`src/sv/kl_pkg.sv`:
```
// Shared types and keyword tables for the keyword lexer.
package kl_pkg;

    typedef enum logic [1:0] {
        MODE_IDLE  = 2'd0,
        MODE_NUM   = 2'd1,
        MODE_WORD  = 2'd2,
        MODE_LABEL = 2'd3
    } t_mode;

    typedef enum logic [3:0] {
        KIND_IDENT   = 4'd0,
        KIND_LABEL   = 4'd1,
        KIND_INT     = 4'd2,
        KIND_INPUT   = 4'd3,
        KIND_OUTPUT  = 4'd4,
        KIND_GOTO    = 4'd5,
        KIND_IF      = 4'd6,
        KIND_THEN    = 4'd7,
        KIND_EQUAL   = 4'd8,
        KIND_PLUS    = 4'd9,
        KIND_LESS    = 4'd10,
        KIND_INVALID = 4'd11,
        KIND_END     = 4'd12
    } t_kind;

    localparam int KW_COUNT   = 5;
    localparam int KW_MAXLEN  = 6;
    localparam int KW_IDX_W   = $clog2(KW_MAXLEN);

    localparam logic [KW_COUNT-1:0] KW_ALL = '1;

    localparam logic [7:0] KW_TEXT [KW_COUNT][KW_MAXLEN] = '{
        '{"i", "n", "p", "u", "t", 8'h00},
        '{"o", "u", "t", "p", "u", "t"},
        '{"g", "o", "t", "o", 8'h00, 8'h00},
        '{"i", "f", 8'h00, 8'h00, 8'h00, 8'h00},
        '{"t", "h", "e", "n", 8'h00, 8'h00}
    };

    localparam logic [2:0] KW_LEN [KW_COUNT] = '{3'd5, 3'd6, 3'd4, 3'd2, 3'd4};

    localparam t_kind KW_KIND [KW_COUNT] = '{KIND_INPUT, KIND_OUTPUT, KIND_GOTO, KIND_IF,
                                             KIND_THEN};

    localparam int QDEPTH  = 4;
    localparam int QPTR_W  = $clog2(QDEPTH);
    localparam int QCNT_W  = $clog2(QDEPTH + 1);

endpackage

```
`src/sv/keyword_lexer.sv`:
```
// Keyword lexer: byte-serial scanner with a small token output queue.
// A token is written into the output queue on the clock edge that accepts the byte that completes it.
// Throughput: one byte per cycle while o_stall is low; a byte that both ends a pending token and emits its own
// yields two tokens, which drain one per cycle while i_stall is low through a four-token output queue.
// Input stalls while fewer than two queue slots are free.
// Reset (i_rst_n low, synchronous): scanner idle, position zero, queue empty.
module keyword_lexer #(
    parameter int POSITION_BITS = 16,
    parameter int LENGTH_BITS   = 8
) (
    input  logic                     i_clk,
    input  logic                     i_rst_n,
    input  logic                     i_valid,
    output logic                     o_stall,
    input  logic [7:0]               i_char_byte,
    output logic                     o_valid,
    input  logic                     i_stall,
    output kl_pkg::t_kind            o_token_kind,
    output logic [POSITION_BITS-1:0] o_token_start,
    output logic [LENGTH_BITS-1:0]   o_token_length,
    output logic                     o_length_clipped,
    output logic                     o_last_of_run
);
    import kl_pkg::*;

    localparam logic [LENGTH_BITS-1:0] LEN_MAX = '1;

    typedef struct packed {
        t_kind                     kind;
        logic [POSITION_BITS-1:0]  start;
        logic [LENGTH_BITS-1:0]    len;
        logic                      clip;
        logic                      last;
    } t_token;

    t_mode                    r_mode,  n_mode;
    logic [POSITION_BITS-1:0] r_pos,   n_pos;
    logic [POSITION_BITS-1:0] r_start, n_start;
    logic [LENGTH_BITS-1:0]   r_len,   n_len;
    logic                     r_clip,  n_clip;
    logic [KW_COUNT-1:0]      r_mask,  n_mask;

    t_token                   r_q [QDEPTH];
    logic [QPTR_W-1:0]        r_wr, r_rd;
    logic [QCNT_W-1:0]        r_cnt;

    logic      in_fire, out_fire;
    logic      is_digit, is_alpha, is_space, is_wordc, cont;
    logic      flush_v, fix_v, push_a, push_b;
    t_token    flush_tok, fix_tok, tok_a, tok_b;
    t_kind     word_kind;
    logic [KW_COUNT-1:0] fits;
    logic [KW_COUNT-1:0] fits_first;
    logic [KW_IDX_W-1:0] idx;

    assign in_fire  = i_valid && !o_stall;
    assign out_fire = o_valid && !i_stall;

    assign is_digit = (i_char_byte >= "0") && (i_char_byte <= "9");
    assign is_alpha = ((i_char_byte >= "a") && (i_char_byte <= "z")) ||
                      ((i_char_byte >= "A") && (i_char_byte <= "Z"));
    assign is_space = (i_char_byte == 8'd32) ||
                      ((i_char_byte >= 8'd9) && (i_char_byte <= 8'd13));
    assign is_wordc = is_alpha || is_digit || (i_char_byte == "_");
    assign cont     = ((r_mode == MODE_NUM) && is_digit) ||
                      (((r_mode == MODE_WORD) || (r_mode == MODE_LABEL)) && is_wordc);

    assign idx = r_len[KW_IDX_W-1:0];

    // Keyword k still fits if the run so far is shorter and the byte matches its next letter.
    always_comb begin
        for (int k = 0; k < KW_COUNT; k++) begin
            fits[k] = (r_len < {{(LENGTH_BITS-3){1'b0}}, KW_LEN[k]}) &&
                      (KW_TEXT[k][idx] == i_char_byte);
            fits_first[k] = (KW_TEXT[k][0] == i_char_byte);
        end
    end

    // Lowest-numbered surviving keyword of exact length wins.
    always_comb begin
        word_kind = KIND_IDENT;
        if (!r_clip) begin
            for (int k = KW_COUNT - 1; k >= 0; k--) begin
                if (r_mask[k] && (r_len == {{(LENGTH_BITS-3){1'b0}}, KW_LEN[k]})) begin
                    word_kind = KW_KIND[k];
                end
            end
        end
    end

    always_comb begin
        n_mode  = r_mode;
        n_pos   = r_pos;
        n_start = r_start;
        n_len   = r_len;
        n_clip  = r_clip;
        n_mask  = r_mask;
        flush_v = 1'b0;
        fix_v   = 1'b0;

        flush_tok.start = r_start;
        flush_tok.len   = r_len;
        flush_tok.clip  = r_clip;
        flush_tok.last  = 1'b0;
        case (r_mode)
            MODE_NUM:   flush_tok.kind = KIND_INT;
            MODE_LABEL: flush_tok.kind = KIND_LABEL;
            MODE_WORD:  flush_tok.kind = word_kind;
            default:    flush_tok.kind = KIND_IDENT;
        endcase

        fix_tok.kind  = KIND_INVALID;
        fix_tok.start = r_pos;
        fix_tok.len   = '0;
        fix_tok.clip  = 1'b0;
        fix_tok.last  = 1'b1;

        if (in_fire) begin
            n_pos = r_pos + 1'b1;
            if (cont) begin
                if (r_mode == MODE_WORD) begin
                    n_mask = r_mask & fits;
                end
                if (r_len == LEN_MAX) begin
                    n_clip = 1'b1;
                end else begin
                    n_len = r_len + 1'b1;
                end
            end else begin
                if (r_mode != MODE_IDLE) begin
                    flush_v = 1'b1;
                    n_mode  = MODE_IDLE;
                    n_start = '0;
                    n_len   = '0;
                    n_clip  = 1'b0;
                    n_mask  = KW_ALL;
                end
                if (i_char_byte == 8'h00) begin
                    fix_v        = 1'b1;
                    fix_tok.kind = KIND_END;
                    // End of text: everything restarts, next byte is offset zero.
                    n_pos   = '0;
                    n_mode  = MODE_IDLE;
                    n_start = '0;
                    n_len   = '0;
                    n_clip  = 1'b0;
                    n_mask  = KW_ALL;
                end else if (is_space) begin
                    fix_v = 1'b0;
                end else if (i_char_byte == "=") begin
                    fix_v        = 1'b1;
                    fix_tok.kind = KIND_EQUAL;
                end else if (i_char_byte == "+") begin
                    fix_v        = 1'b1;
                    fix_tok.kind = KIND_PLUS;
                end else if (i_char_byte == "<") begin
                    fix_v        = 1'b1;
                    fix_tok.kind = KIND_LESS;
                end else if (i_char_byte == ":") begin
                    n_mode  = MODE_LABEL;
                    n_start = r_pos + 1'b1;
                    n_len   = '0;
                    n_clip  = 1'b0;
                    n_mask  = KW_ALL;
                end else if (is_digit) begin
                    n_mode  = MODE_NUM;
                    n_start = r_pos;
                    n_len   = {{(LENGTH_BITS-1){1'b0}}, 1'b1};
                    n_clip  = 1'b0;
                    n_mask  = KW_ALL;
                end else if (is_alpha || (i_char_byte == "_")) begin
                    n_mode  = MODE_WORD;
                    n_start = r_pos;
                    n_len   = {{(LENGTH_BITS-1){1'b0}}, 1'b1};
                    n_clip  = 1'b0;
                    n_mask  = fits_first;
                end else begin
                    fix_v        = 1'b1;
                    fix_tok.kind = KIND_INVALID;
                end
            end
        end
    end

    // Order the beats: flushed token first, then the byte's own token.
    always_comb begin
        if (flush_v) begin
            tok_a      = flush_tok;
            tok_a.last = !fix_v;
            tok_b      = fix_tok;
            push_a     = 1'b1;
            push_b     = fix_v;
        end else begin
            tok_a      = fix_tok;
            tok_b      = fix_tok;
            push_a     = fix_v;
            push_b     = 1'b0;
        end
    end

    always_ff @(posedge i_clk) begin
        if (!i_rst_n) begin
            r_mode  <= MODE_IDLE;
            r_pos   <= '0;
            r_start <= '0;
            r_len   <= '0;
            r_clip  <= 1'b0;
            r_mask  <= KW_ALL;
            r_wr    <= '0;
            r_rd    <= '0;
            r_cnt   <= '0;
        end else begin
            r_mode  <= n_mode;
            r_pos   <= n_pos;
            r_start <= n_start;
            r_len   <= n_len;
            r_clip  <= n_clip;
            r_mask  <= n_mask;
            r_wr    <= r_wr + QPTR_W'(push_a) + QPTR_W'(push_b);
            if (out_fire) begin
                r_rd <= r_rd + 1'b1;
            end
            r_cnt   <= r_cnt + QCNT_W'(push_a) + QCNT_W'(push_b) - QCNT_W'(out_fire);
        end
    end

    always_ff @(posedge i_clk) begin
        if (push_a) begin
            r_q[r_wr] <= tok_a;
        end
        if (push_b) begin
            r_q[r_wr + QPTR_W'(push_a)] <= tok_b;
        end
    end

    // Hold off input unless two slots are free.
    assign o_stall          = (r_cnt > QCNT_W'(QDEPTH - 2));
    assign o_valid          = (r_cnt != '0);
    assign o_token_kind     = r_q[r_rd].kind;
    assign o_token_start    = r_q[r_rd].start;
    assign o_token_length   = r_q[r_rd].len;
    assign o_length_clipped = r_q[r_rd].clip;
    assign o_last_of_run    = r_q[r_rd].last;

endmodule

```
`config.mk`:
```
export PLATFORM = sky130hd
export DESIGN_NAME = keyword_lexer
export DESIGN_NICKNAME = d
export VERILOG_FILES = /design/src/sv/kl_pkg.sv /design/src/sv/keyword_lexer.sv
export SDC_FILE = /design/constraint.sdc
export NUM_CORES = 1
export LEC_CHECK = 0
export CAP_MARGIN = 40
export CORE_MARGIN = 2
export CORE_UTILIZATION = 30
export CTS_CLUSTER_DIAMETER = 80
export CTS_CLUSTER_SIZE = 20
export DETAILED_ROUTE_END_ITERATION = 10
export DONT_BUFFER_PORTS = 1
export GPL_ROUTABILITY_DRIVEN = 0
export PLACE_DENSITY = 0.53
export SLEW_MARGIN = 20
export SYNTH_ARGS = -nofsm -noshare
export SYNTH_HDL_FRONTEND = slang
export SYNTH_SLANG_ARGS = --single-unit
```
`constraint.sdc`:
```
create_clock -name i_clk -period 15.59 [get_ports i_clk]
set_input_delay 3.8975 -clock i_clk [delete_from_list [all_inputs] [get_ports i_clk]]
set_output_delay 3.8975 -clock i_clk [all_outputs]
set_load 0.01 [all_outputs]
```
==> impl_metrics.ini, run 1 <==
[logic_synthesis]
syn_inst = 1054
synth_top_area_share_pct = 22.5
ys_top_cells_by_area = edfxtp_1 (23%), dfxtp_1 (20%), mux4_2 (6.7%), a32o_1 (4.8%), nand2_1 (4.0%)
yosys_warnings = 0
synth_flop_cell = dfxtp_1
ys_ff_latch = 177
synthArstFlopShare_pct = 0
synth_edf_count = 76
yosysTopAreaCell = edfxtp_1
yosys.cell_types.count = 75
synth_area_per_cell_sq_um = 9.61
syn-cell-area_sq_um = 10100
ys_seq_area_share_pct = 42.5
synth_fp_nets = 1084

[final_layout]
drive_gt1_share_pct = 11.0
area_growth_pct = 10.4
antenna_cells = 0
num-nets-final = 1034
final_util_pct = 33.5

[cts]
clock_path_buffers = 2
cts_root_buf = clkbuf_16
ctsResizeCount = 0
post_cts_buffers = 0
numCtsBuffers = 17
cts_tree = done
cts.sinks = 177
cts.htree.levels = 4
postCtsHoldBufs = 0
clkTransAtPathRegs_ns = 0.06
clk_latency_ns = 0.44

[sta]
maxSlewHeadroom_pct = 43.2
fin_crit_ns = 7.24
finClkSkew_ns = 0.0169
max_freq_mhz = 138
drv_slew = 0
tightest_slew_ns = 0.848
fin_crit_sh_pct = 46.4
setup_violations = 0
hold_viol = 0
setup_tns_ns = 0
grt_setup_unrepaired = no

[outcome]
status = finished, final reports clean

[pwr]
irDropWorstVdd_mv = 0.0690
power_density_nw_per_um2 = 138
leakagePower_uw = 0.00366

[placed_design]
port_buffers = 0
dp_hpwl_mm = 21.2

[critical_path]
crit_path_cell_trace = or4_4, a21o_1, a211o_1, a21oi_1, ha_1, nor3_1, and3_1, or2_2
r2r_start = r_mode[1]
cp.required_ns = 15.65
cp-end-kind = flop
crit_type = in -> reg
arrival_ns = 7.30
start_kind = input port
slowest_stage = and3_1
cp-startpoint = i_char_byte[4]
slowest_delay_ns = 0.58
cp_max_fo = 19

[flow_run]
maxCapViolCount = 0

[floorplanning]
boundaryPins = 44
die_y_microns = 188
core_sq_um = 33400
dieArea_sq_um = 35300
die_x_microns = 188
start_util_pct = 30.4
rows = 67

[routing]
drt_wl_total_mm = 30.5
ant_nets = 0
drc = 0
first_pass_iters = 5
avgViaCountPerCell = 5.64
drt-initial-drc-count = 852
vias = 8256
wl_per_cell_microns = 20.9

[min_path]
hp-class = reg -> reg
hold_start = r_q[3][2]

[global_routing]
grt_pass1_wl_mm = 47.4
antenna_found_initial = 0
overflow = 0
grt_start_max_net_pins = 38
grt_pass1_vias = 7687
grt_usage_pct = 17.3
## worst paths after layout
path | endpoint | slack (ns) | cells past startpoint
min reg2reg | r_q[3][2] | 0.46 | 2
min | r_q[3][2] | 0.46 | 2
max | r_q[2][10] | 8.35 | 8
max reg2reg | r_q[2][10] | 11.60 | 9
## where the power goes
part / switching [uW] / total [uW] / leakage (uW) / internal, uW
clock: 187 / 438 / 0.000281 / 251
combinational: 328 / 506 / 0.00189 / 177
sequential: 48.4 / 604 / 0.00149 / 555
total: 564 / 1550 / 0.00366 / 984
## cells by family after synthesis
kind of cell	count (synthesis)	synth area share [%]
xor gates and xnor gates	21	1.82
AOI/OAI and AO/OA	302	21.5
buffers and inverters	116	4.79
adders and majority gates	18	2.37
and+or+nand+nor	358	17.2
muxes	62	9.83
DFF	177	42.5
## area by class of cell
cell class / count / area, sq um
timing repair buffer: 27 / 270
multi-input combinational: 761 / 5380
tap: 448 / 561
clock buffer: 17 / 425
inverter: 20 / 75.1
sequential: 177 / 4310
fill: 3492 / 22200
clock inverter: 14 / 165
## state kept, by name (all words and copies together) (netlist names), named ones only
| name | flops |
|---|---|
| r_mask | 5 |
| r_len | 8 |
| r_clip | 1 |
| r_start | 16 |
| r_mode | 2 |
| r_wr | 2 |
| r_cnt | 3 |
| r_rd | 2 |
| r_q | 120 |
| r_pos | 16 |
## metal layers
| layer | routed length, microns | up-vias | part of all wire [%] | GRT usage, % |
|---|---|---|---|---|
| li1 | - | 3901 | - | - |
| met1 | 14700 | 4069 | 48 | 25.4 |
| met2 | 13600 | 261 | 45 | 26.1 |
| met3 | 1930 | 25 | 6.3 | 3.26 |
| met4 | 340 | 0 | 1.1 | 4.27 |
| met5 | 0 | - | 0 | 0 |
## cells in the final DEF (no fill, tap or decap), types with 18 or more instances in the layout
master / instances
a21oi_1: 74
nand2_1: 109
nor3_1: 24
dfxtp_1: 99
o21ai_0: 41
nand3_1: 30
edfxtp_1: 76
and3_1: 22
mux4_2: 30
nor2_1: 90
a32o_1: 49
inv_1: 19
a22o_1: 20
mux2i_1: 32
buf_4: 18
## critical path: cells and delay by family
family / cells / cell delay [ns]
fa+ha+maj: 1 / 0.32
compound gates: 3 / 1.09
simple gates: 4 / 1.98
## stage by stage
step | hold WS, ns | std cells | power (uW) | cell area (sq um) | setup WS (ns)
4_1_cts | 0.458 | 1463 | 1560 | 11200 | 8.38
2_1_floorplan | 0.433 | 1054 | 959 | 10100 | 7.70
6_report | 0.458 | 1464 | 1550 | 11200 | 8.35
3_3_place_gp | 0.442 | 1422 | 1100 | 10400 | 7.99
5_1_grt | 0.474 | 1464 | 1630 | 11200 | 8.14
3_5_place_dp | 0.449 | 1432 | 1120 | 10600 | 7.98
## Yosys cell counts, types with 9 or more instances
cell      count
clkbuf_1     74
mux4_2       30
nand3_1      30
mux2i_1      32
and2_1       11
o31ai_1      10
nor2_1       91
edfxtp_1     76
a22o_1       20
buf_2        10
a32o_1       49
nor3_1       25
inv_1        19
xor2_1       13
o211ai_1     10
or3_1        12
o22ai_1      10
ha_1         16
and3_1       22
nand4_1       9
o21ai_0      43
nand2_1     109
dfxtp_1     101
a21oi_1      74
Note: power is estimated with default switching activity, not from simulation.
==> run 2, diff against run 1 <==
Clock period 15.59 ns to 7.2 ns, I/O delays scaled along.
==> run 2 against run 1 <==
Compared with the run above:
- critical path depth stayed put
- first-iteration DRC count is 9.7% higher
- clock power is 110% higher
- highest routed layer unchanged
- final cell count is 0.34% higher
- core utilization hardly changed
- die area stayed put
- largest power group unchanged
- setup slack worse by 6.3 ns
- critical path type unchanged
- combinational power is 120% higher
- clock-buffer cell count stayed put
- sequential share of layout area hardly changed
==> impl_metrics.ini, run 2 (same netlist as run 1, synthesis figures left out) <==
[global_routing]
grt_pass1_vias = 8020
grt_usage_pct = 17.7
grt_start_max_net_pins = 52
overflow = 0
grt_pass1_wl_mm = 48.8
antenna_found_initial = 0

[final_layout]
regMostFlops = r_q
largestRegisters = r_q (120), r_pos (16), r_start (16)
final_cell_mix = nand2_1 (109), dfxtp_1 (99), nor2_1 (90)
fillers = 3482
num-nets-final = 1038
mostFrequentLayoutCell = nand2_1
area_growth_pct = 10.3
largest_reg_flops = 120
antenna_cells = 0
drive_gt1_share_pct = 11.4

[routing]
drt_wl_total_mm = 30.9
vias = 8421
drc = 0
ant_nets = 0
first_pass_iters = 6
wl_per_cell_microns = 21.1
avgViaCountPerCell = 5.73
drt-initial-drc-count = 935

[cts]
cts_tree = done
cts.sinks = 177
numCtsBuffers = 17
clk_latency_ns = 0.45
cts.htree.levels = 4
clock_path_buffers = 2
cts_root_buf = clkbuf_16
postCtsHoldBufs = 0
post_cts_buffers = 0
clkTransAtPathRegs_ns = 0.07
ctsResizeCount = 0

[floorplanning]
die_y_microns = 188
core_sq_um = 33400
die_x_microns = 188
dieArea_sq_um = 35300
rows = 67
start_util_pct = 30.4
boundaryPins = 44

[sta]
finClkSkew_ns = 0.0172
setup_tns_ns = 0
setup_violations = 0
max_freq_mhz = 194
tightest_slew_ns = 0.850
maxSlewHeadroom_pct = 41.9
hold-worst-slack_ns = 0.456
fin_crit_ns = 5.17
drv_slew = 0
grt_setup_unrepaired = no
hold_viol = 0
fin_crit_sh_pct = 71.8

[critical_path]
r2r_start = r_mode[1]
cp.required_ns = 7.29
r2r_end = r_q[2][11]
worstRegToRegCells = 8
arrival_ns = 5.25
cp_max_fo = 19
slowest_delay_ns = 0.61
rrSetupSlack_ns = 3.10
start_kind = input port
endpoint = r_q[2][11]
slowest_stage = and3_1
cp-end-kind = flop
crit_type = in -> reg
cp-startpoint = i_char_byte[4]
crit_path_cell_trace = or4_4, a21o_1, a211o_1, a21oi_1, ha_1, nor3_1, and3_1, or2_2

[pwr]
power_density_nw_per_um2 = 300
leakagePower_uw = 0.00366
irDropWorstVdd_mv = 0.181

[min_path]
hold_start = r_q[3][2]
hp-class = reg -> reg

[placed_design]
port_buffers = 0
dp_hpwl_mm = 21.3

[flow_run]
maxCapViolCount = 0

[outcome]
status = finished, final reports clean
[run 2: cell types whose count changed in the layout (fill, tap and decap cells not counted), sizes merged]
cell and change:
buf +3, bufinv -1, clkbuf +1, clkinv -2, clkinvlp +1, inv +3
[run 2: final cells by class]
cell class / instances / area (sq um) / share of cell area, %
Inverter: 20 / 75.1 / 0.672
Tap cell: 448 / 561 / 5.02
Clock buffer: 17 / 425 / 3.81
Sequential cell: 177 / 4310 / 38.5
Multi-Input combinational cell: 761 / 5370 / 48.1
Timing Repair Buffer: 31 / 279 / 2.50
Clock inverter: 15 / 156 / 1.40
[run 2: worst min-delay path by stage]
stage          slack, ns  depth (start not counted)        end
2_1_floorplan       0.43                          2  r_q[3][1]
3_3_place_gp        0.44                          2  r_q[3][2]
3_5_place_dp        0.45                          2  r_q[3][2]
4_1_cts             0.46                          2  r_q[3][2]
5_1_grt             0.48                          2  r_q[3][5]
6_report            0.46                          2  r_q[3][2]
[run 2: where the power goes]
group,total (uW),internal [uW],switching (uW)
registers,1310,1200,108
clock network,941,514,427
logic,1100,384,714
[run 2: per-layer routing]
layer,global-route usage [%],wire (microns),up-vias
li1,-,-,3913
met5,0,0,-
met4,5.06,586,0
met2,26.9,13800,277
met3,3.26,1850,33
met1,25.6,14700,4198
[run 2: through the flow]
stage / cells / total power, uW / cell area, sq um / worst slack [ns] / utilization [%]
6_report: 1469 / 3350 / 11200 / 2.03 / 33.5
5_1_grt: 1469 / 3510 / 11200 / 1.90 / 33.5
4_1_cts: 1466 / 3360 / 11200 / 2.05 / 33.4
3_5_place_dp: 1434 / 2430 / 10600 / 1.62 / 31.7
3_3_place_gp: 1425 / 2390 / 10400 / 1.67 / 31.3
2_1_floorplan: 1054 / 2080 / 10100 / 1.41 / -
[run 2: critical path, delay by kind of cell]
family	cells	cell delay [ns]
AO/OA/AOI/OAI	3	1.11
adder cells (fa/ha/maj)	1	0.33
AND/OR/NAND/NOR	4	2.00
==> run 3, diff against run 2 <==
Clock period 7.2 ns to 5.2 ns, I/O delays scaled along.
==> run 3 against run 2 <==
Compared with the run above:
- sequential share of layout area decreased by 0.19 points
- setup slack got worse by 1.1 ns
- clock-buffer cell count unchanged
- combinational power increased by 35%
- critical path type unchanged
- critical endpoint is now r_q[0][19]
==> impl_metrics.ini, run 3 (same netlist as run 1, synthesis figures left out) <==
[pwr]
pwr-share-clk_pct = 27.7
p_int_uw = 2880
power_density_nw_per_um2 = 410
p_comb_share_pct = 32.4
p_sw_uw = 1720
irDropWorstVdd_mv = 0.199
p_sw_share_pct = 37.3
leakagePower_uw = 0.00371
p_seq_share_pct = 39.8

[critical_path]
arrival_ns = 4.49
cp_max_fo = 16
crit_type = in -> reg
cp-end-kind = flop
start_kind = input port
cp.required_ns = 5.40
worstRegToRegCells = 12

[cts]
clkTransAtPathRegs_ns = 0.07
postCtsHoldBufs = 0
clk_latency_ns = 0.44
post_cts_buffers = 0
cts_root_buf = clkbuf_16
ctsResizeCount = 0
cts_tree = done
cts.htree.levels = 4
clock_path_buffers = 2
numCtsBuffers = 17
cts.sinks = 177

[sta]
hold-worst-slack_ns = 0.453
maxSlewHeadroom_pct = 46.1
grt_setup_unrepaired = no
setup_tns_ns = 0
fin_crit_sh_pct = 82.5
tightest_slew_ns = 0.788
fin_crit_ns = 4.29
drv_slew = 0
setup_violations = 0
finClkSkew_ns = 0.0101
hold_viol = 0
max_freq_mhz = 233

[floorplanning]
dieArea_sq_um = 35300
boundaryPins = 44
start_util_pct = 30.4
core_sq_um = 33400
die_x_microns = 188
die_y_microns = 188
rows = 67

[placed_design]
place_inst = 1443
dp_hpwl_mm = 21.3
port_buffers = 0

[final_layout]
antenna_cells = 0
num-nets-final = 1047
drive_gt1_share_pct = 12.1
mostFrequentLayoutCell = nand2_1
stdcell_count = 1478
final_cell_mix = nand2_1 (109), dfxtp_1 (99), nor2_1 (90)
regMostFlops = r_q
largest_reg_flops = 120
largestRegisters = r_q (120), r_pos (16), r_start (16)
area_growth_pct = 10.8
fillers = 3451

[routing]
first_pass_iters = 6
wl_per_cell_microns = 21.0
vias = 8382
drc = 0
avgViaCountPerCell = 5.67
drt-initial-drc-count = 906
drt_wl_total_mm = 31.1
ant_nets = 0

[global_routing]
overflow = 0
grt_pass1_vias = 8176
antenna_found_initial = 0
grt_pass1_wl_mm = 49.3
grt_start_max_net_pins = 51
grt_usage_pct = 17.9

[flow_run]
maxCapViolCount = 0

[outcome]
status = finished, final reports clean

[min_path]
holdPathStages = 2
hp-class = reg -> reg
## run 3: cell count changes in the layout (fill, tap and decap cells not counted), sizes merged
cell / before / now
buf: 30 / 39
bufinv: 2 / 1
clkinvlp: 4 / 1
inv: 25 / 29
## run 3: layout make-up
| class | count | area, sq um | area share [%] |
|---|---|---|---|
| Clock buffer | 17 | 425 | 3.79 |
| Clock inverter | 15 | 148 | 1.32 |
| Inverter | 20 | 75.1 | 0.669 |
| Multi-Input combinational cell | 761 | 5360 | 47.8 |
| Sequential cell | 177 | 4310 | 38.4 |
| Tap cell | 448 | 561 | 4.99 |
| Timing Repair Buffer | 40 | 350 | 3.12 |
## run 3: power groups by stage
| stage | sequential (uW) | combinational (uW) | clock, uW |
|---|---|---|---|
| after detailed placement | 1880 | 1450 | 0 |
| after floorplan | 1770 | 1110 | 0 |
| after global placement | 1890 | 1420 | 0 |
| after CTS | 1850 | 1460 | 1300 |
| final | 1830 | 1490 | 1280 |
| after global routing | 1860 | 1630 | 1360 |
## run 3: critical path: stages
cell and delay, ns:
or4b_1 0.54, o32ai_1 0.29, nand2_1 0.17, nand2_1 0.14, a21oi_1 0.10, ha_1 0.20, xnor2_1 0.36, nand2b_1 0.23
nor4_2 0.53, nor2b_1 0.10, buf_4 0.23, a32o_1 0.28
## run 3: metal layers
metal	global-route usage (%)	vias up	share of wire [%]
li1	-	3929	-
met1	25.5	4136	47
met2	28.3	280	45
met3	2.51	37	5.9
met4	4.75	0	1.6
met5	0	-	0
## run 3: per-stage QoR
step	total power, uW	area (sq um)	setup WS (ns)	util (%)
final	4600	11200	0.909	33.6
after global placement	3310	10600	0.626	31.6
after floorplan	2880	10100	0.420	-
after CTS	4610	11200	0.965	33.5
after detailed placement	3330	10600	0.501	31.8
after global routing	4850	11200	0.616	33.6
## run 3: path summary, 6_finish.rpt
kind,from,end,slack [ns]
setup / recovery,i_char_byte[6],r_q[0][19],0.91
hold / removal,r_q[3][8],r_q[3][8],0.45
setup reg to reg,r_mode[1],r_q[0][19],1.86
hold reg to reg,r_q[3][8],r_q[3][8],0.45
